`config.mk`:
```
export PLATFORM = sky130hd
export DESIGN_NAME = pev_merge
export DESIGN_NICKNAME = d
export VERILOG_FILES = /design/src/hdl/pev_pkg.sv /design/src/hdl/pev_merge.sv
export SDC_FILE = /design/constraint.sdc
export NUM_CORES = 1
export LEC_CHECK = 0
export ABC_AREA = 1
export BUFFER_PORTS_ARGS = -buffer_cell sky130_fd_sc_hd__buf_2
export CORE_MARGIN = 3
export CORE_UTILIZATION = 47
export DETAILED_ROUTE_END_ITERATION = 10
export PLACE_DENSITY = 0.76
export SETUP_SLACK_MARGIN = 0.2
export SLEW_MARGIN = 20
export SYNTH_ARGS = -nofsm -noshare
export SYNTH_HDL_FRONTEND = slang
export SYNTH_SLANG_ARGS = --single-unit
```
`constraint.sdc`:
```
create_clock -name clk -period 16 [get_ports clk]
set_input_delay 1.6 -clock clk [delete_from_list [all_inputs] [get_ports clk]]
set_output_delay 1.6 -clock clk [all_outputs]
set_load 0.02 [all_outputs]
```
`src/hdl/pev_pkg.sv`:
```
`default_nettype none

package pev_pkg;

	localparam int FRAC_BITS = 16;

	localparam int POS_W  = 32;
	localparam int VEL_W  = 24;
	localparam int FRC_W  = 32;
	localparam int MASS_W = 32;
	localparam int TS_W   = 17;
	localparam int SIZE_W = 15;

	// 50 * time_step
	localparam int GRAV  = 50;
	localparam int ACC_W = 23;

	localparam int Q_W    = FRC_W + TS_W;
	localparam int SDV_W  = Q_W + 1;
	localparam int SUM_W  = Q_W + 3;
	localparam int VP_W   = VEL_W + TS_W + 1;
	localparam int P1_W   = POS_W + 2;
	localparam int P2_W   = POS_W + 3;

	localparam int CFG_IDX_W  = 2;
	localparam int CFG_DATA_W = TS_W;

	localparam logic [CFG_IDX_W-1:0] REG_TIME_STEP    = 2'd0;
	localparam logic [CFG_IDX_W-1:0] REG_WORLD_WIDTH  = 2'd1;
	localparam logic [CFG_IDX_W-1:0] REG_WORLD_HEIGHT = 2'd2;

	localparam logic [TS_W-1:0]   TS_RESET     = 17'd1092;
	localparam logic [SIZE_W-1:0] WIDTH_RESET  = 15'd640;
	localparam logic [SIZE_W-1:0] HEIGHT_RESET = 15'd480;

	localparam logic signed [VEL_W-1:0] VEL_MAX  = VEL_W'(100 << FRAC_BITS);
	localparam logic signed [SUM_W-1:0] VMAX_SUM = SUM_W'(100 << FRAC_BITS);
	localparam logic signed [SUM_W-1:0] VMIN_SUM = -VMAX_SUM;
	localparam logic signed [FRC_W-1:0] DRAG     = FRC_W'(50 << FRAC_BITS);

	localparam logic signed [P2_W-1:0] POS_MAX = P2_W'(64'sd2147483647);
	localparam logic signed [P2_W-1:0] POS_MIN = -POS_MAX - P2_W'(1);

	typedef struct packed {
		logic                      active;
		logic signed [POS_W-1:0]   pos_x;
		logic signed [POS_W-1:0]   pos_y;
		logic signed [VEL_W-1:0]   vel_x;
		logic signed [VEL_W-1:0]   vel_y;
		logic signed [FRC_W-1:0]   force_x;
		logic signed [FRC_W-1:0]   force_y;
		logic        [MASS_W-1:0]  mass;
	} req_t;

	typedef struct packed {
		logic signed [POS_W-1:0] new_pos_x;
		logic signed [POS_W-1:0] new_pos_y;
		logic signed [VEL_W-1:0] new_vel_x;
		logic signed [VEL_W-1:0] new_vel_y;
		logic signed [FRC_W-1:0] new_force_x;
		logic signed [FRC_W-1:0] new_force_y;
	} res_t;

	// one axis of a request, carried alongside the lane arithmetic
	typedef struct packed {
		logic                    active;
		logic signed [POS_W-1:0] pos;
		logic signed [VEL_W-1:0] vel;
		logic signed [FRC_W-1:0] frc;
	} side_t;

	typedef struct packed {
		logic signed [POS_W-1:0] pos;
		logic signed [VEL_W-1:0] vel;
		logic signed [FRC_W-1:0] frc;
	} lane_res_t;

endpackage

`default_nettype wire

```
`src/hdl/pev_merge.sv`:
```
`default_nettype none

module pev_merge (
	input  wire logic                 clk,
	input  wire logic                 arst_n,
	input  wire logic                 valid,
	input  wire pev_pkg::lane_res_t   lane_x,
	input  wire pev_pkg::lane_res_t   lane_y,
	output logic                      pipe_en,
	output logic                      res_valid,
	input  wire logic                 res_ready,
	output pev_pkg::res_t             res
);

	pev_pkg::res_t merged;
	pev_pkg::res_t out_q;
	pev_pkg::res_t skid_q;
	logic          out_v_q;
	logic          skid_v_q;

	always_comb begin
		merged.new_pos_x   = lane_x.pos;
		merged.new_pos_y   = lane_y.pos;
		merged.new_vel_x   = lane_x.vel;
		merged.new_vel_y   = lane_y.vel;
		merged.new_force_x = lane_x.frc;
		merged.new_force_y = lane_y.frc;
	end

	always_ff @(posedge clk or negedge arst_n) begin
		if (!arst_n) begin
			out_v_q  <= 1'b0;
			skid_v_q <= 1'b0;
		end else if (!out_v_q || res_ready) begin
			if (skid_v_q) begin
				out_v_q  <= 1'b1;
				skid_v_q <= 1'b0;
			end else begin
				out_v_q <= valid;
			end
		end else if (valid && !skid_v_q) begin
			skid_v_q <= 1'b1;
		end
	end

	always_ff @(posedge clk) begin
		if (!out_v_q || res_ready) begin
			out_q <= skid_v_q ? skid_q : merged;
		end
		if (out_v_q && !res_ready && !skid_v_q) begin
			skid_q <= merged;
		end
	end

	assign pipe_en   = !skid_v_q;
	assign res_valid = out_v_q;
	assign res       = out_q;

	a_skid_behind_out: assert property (@(posedge clk) disable iff (!arst_n)
		skid_v_q |-> out_v_q)
		else $error("skid holds a result while output is empty");

endmodule

`default_nettype wire
```
==> metrics.cfg <==
[worst_setup_path]
reg2reg_depth = 4
timing.rr.end = res[90]
crit_path_start = skid_v_q
arrival_ns = 2.28
cp.required_ns = 14.40
reg2reg_slack_ns = 13.21
critPathMaxStageDelay_ns = 1.00
end_kind = output pin
crit_family = flip-flops
crit_chain = inv_6 > buf_2
endpoint = pipe_en
path_class = flop to output pin
critPathBufInv = 2
start_kind = flop
critical_path_cell_count = 2
path_max_fanout = 88
crit_slowest_cell = dfrtp_4
r2r_start = skid_v_q

[route]
ant_nets = 0
drt-pass1-iter-count = 5
drc = 0
drt_iter0_markers = 712
drt-total-wl_microns = 28500
wire_per_inst_microns = 17.2
vias_per_cell = 4.86
vias = 8074

[pwr]
powerDensity_mw_per_mm2 = 138
p_sw_uw = 530
leakage_nw = 7.04
p_sw_frac = 0.238
combPwrFrac = 0.106
internal_power_mw = 1.69
vdd_drop_max_uv = 113
power_frac_seq = 0.518
clockPowerShare = 0.376

[placement]
place_congestion = 0.785
dpl_worst_slack_ns = 12.19
placed_cell_area_sq_mm = 0.0149
hpwl_microns = 18000
portBuffers = 357

[job]
drv_cap = 0

[grt]
grt_max_degree = 177
grtUsageTotal = 0.186
grt_overflow = 0
grt_pass1_wl_microns = 42600
grt_pass1_vias = 7976
antenna_found_initial = 5

[clock_network]
cts_made_buffers = 38
path_clk_slew_ns = 0.06
clk_latency_ns = 0.51
cts_resized = 0
clock_sink_count = 354
cts_buffer_depth = 3
clock_tree.root_cell = clkbuf_16
h-tree-depth = 2
holdBufCountCts = 0
cts_tree = built
post_cts_buffers = 0

[sta]
rsz0062_at_grt = false
layout_min_cycle_time_ns = 3.88
finalHoldViolations = 0
max_freq_mhz = 258
finalSetupTns_ns = 0
tightest_slew_ns = 1.07
slew_headroom = 0.285
timing.hold.ws_ns = 0.508
fin_skew_ns = 0.0121
finalSetupViolCount = 0
finalMaxSlewViolations = 0
period_share = 0.242
layout_setup_ws_ns = 12.12

[logic_synthesis]
synth_seq_area_share = 0.822
yosys_warnings = 0
yosys-top-cells-area = edfxtp_1 82%, nand2_1 15%, buf_6 1.1%, buf_2 0.74%, buf_4 0.41%
synth_fp_nets = 1108
synth_area_sq_mm = 0.0129
synth_top_area_share = 0.818
synth_cell_type_count = 9
synth-seq-cells = 354
yosys.area.top_type = edfxtp_1
netlist_instances = 928
avgSynthCellArea_sq_um = 13.9

[floorplanning]
die_w_microns = 172
design.core.area_sq_mm = 0.0270
dieArea_sq_mm = 0.0295
start_util = 0.478
die_y_microns = 172
io_pins = 358
row_count = 60

[min_path]
hp-class = flop to flop

[cells_and_area]
areaGrowthSynthToFinish_pct = 24.8
num-nets-final = 1470
final_layout_size_suffix_gt1_frac = 0.314
design_area_sq_mm = 0.0161

[outcome]
status = finished, final reports clean

## cell usage in the layout (no fill, tap or decap)
cell        instances
buf_4               3
buf_2             357
edfxtp_1          352
inv_1               1
clkinv_1            9
buf_12              1
clkbuf_1           11
dfrtp_1             1
nand2_8             1
bufinv_16           1
clkinv_2            2
nand2_1           529
clkinvlp_4          1
inv_6               1
nor2_4              1
clkbuf_8            4
diode_2             1
clkbuf_16          41
clkinv_4            1
dfrtp_4             1
nor2_1              2
## worst min-delay path by stage
stage                      from  endpoint  slack [ns]  cells after the start
floorplan           skid_q[172]  res[172]        0.49                      2
global placement    skid_q[172]  res[172]        0.50                      2
detailed placement   skid_q[89]   res[89]        0.50                      2
CTS                 skid_q[154]  res[154]        0.51                      2
global route        skid_q[154]  res[154]        0.53                      2
finish               skid_q[46]   res[46]        0.51                      2
## registers in the layout (all words and copies together) (netlist names)
register / flops
res: 176
res_valid: 1
skid_q: 176
skid_v_q: 1
## logic make-up (layout without fill, tap and decap cells)
kind of cell / after synthesis / after routing / share of synthesized area
simple gates: 533 / 533 / 0.155
flops: 354 / 354 / 0.822
buf+inv: 41 / 433 / 0.0235
other cells: 0 / 1 / 0
## layout make-up
type,count,area [sq um]
antenna,1,2.50
clock buffer,56,1120
clock inverter,14,90.1
fill,2135,10900
inverter,2,12.5
multi-input combinational,533,2020
sequential,354,10600
tap,341,427
timing repair buffer,361,1830
## tightest hold or removal path: stages, from the launching register on
cell and delay (ns):
edfxtp_1 0.32, nand2_1 0.05, nand2_1 0.05
## synthesized netlist by cell type (all sizes together)
master / count
nor2: 3
dfrtp: 2
nand2: 530
inv: 2
buf: 39
edfxtp: 352
## power groups by stage
| stage | combinational (mW) | clock [mW] | sequential [mW] |
|---|---|---|---|
| after global placement | 0.232 | 0 | 1.17 |
| after floorplan | 0.0806 | 0 | 1.23 |
| after detailed placement | 0.238 | 0 | 1.17 |
| after CTS | 0.239 | 0.858 | 1.15 |
| after global routing | 0.259 | 0.893 | 1.16 |
| final | 0.235 | 0.836 | 1.15 |
## through the flow
step,cells,power [mW],util
5_1_grt,1662,2.31,0.597
4_1_cts,1661,2.25,0.597
6_report,1662,2.22,0.597
3_3_place_gp,1591,1.40,0.552
2_1_floorplan,928,1.32,-
3_5_place_dp,1591,1.41,0.552
## per-layer routing
layer,track usage,share of wire,up-vias
li1,-,-,3873
met1,0.247,0.41,3724
met2,0.296,0.47,394
met3,0.0513,0.094,75
met4,0.0680,0.030,8
met5,0,0.0017,-
Power figures use the tool's default switching activity.
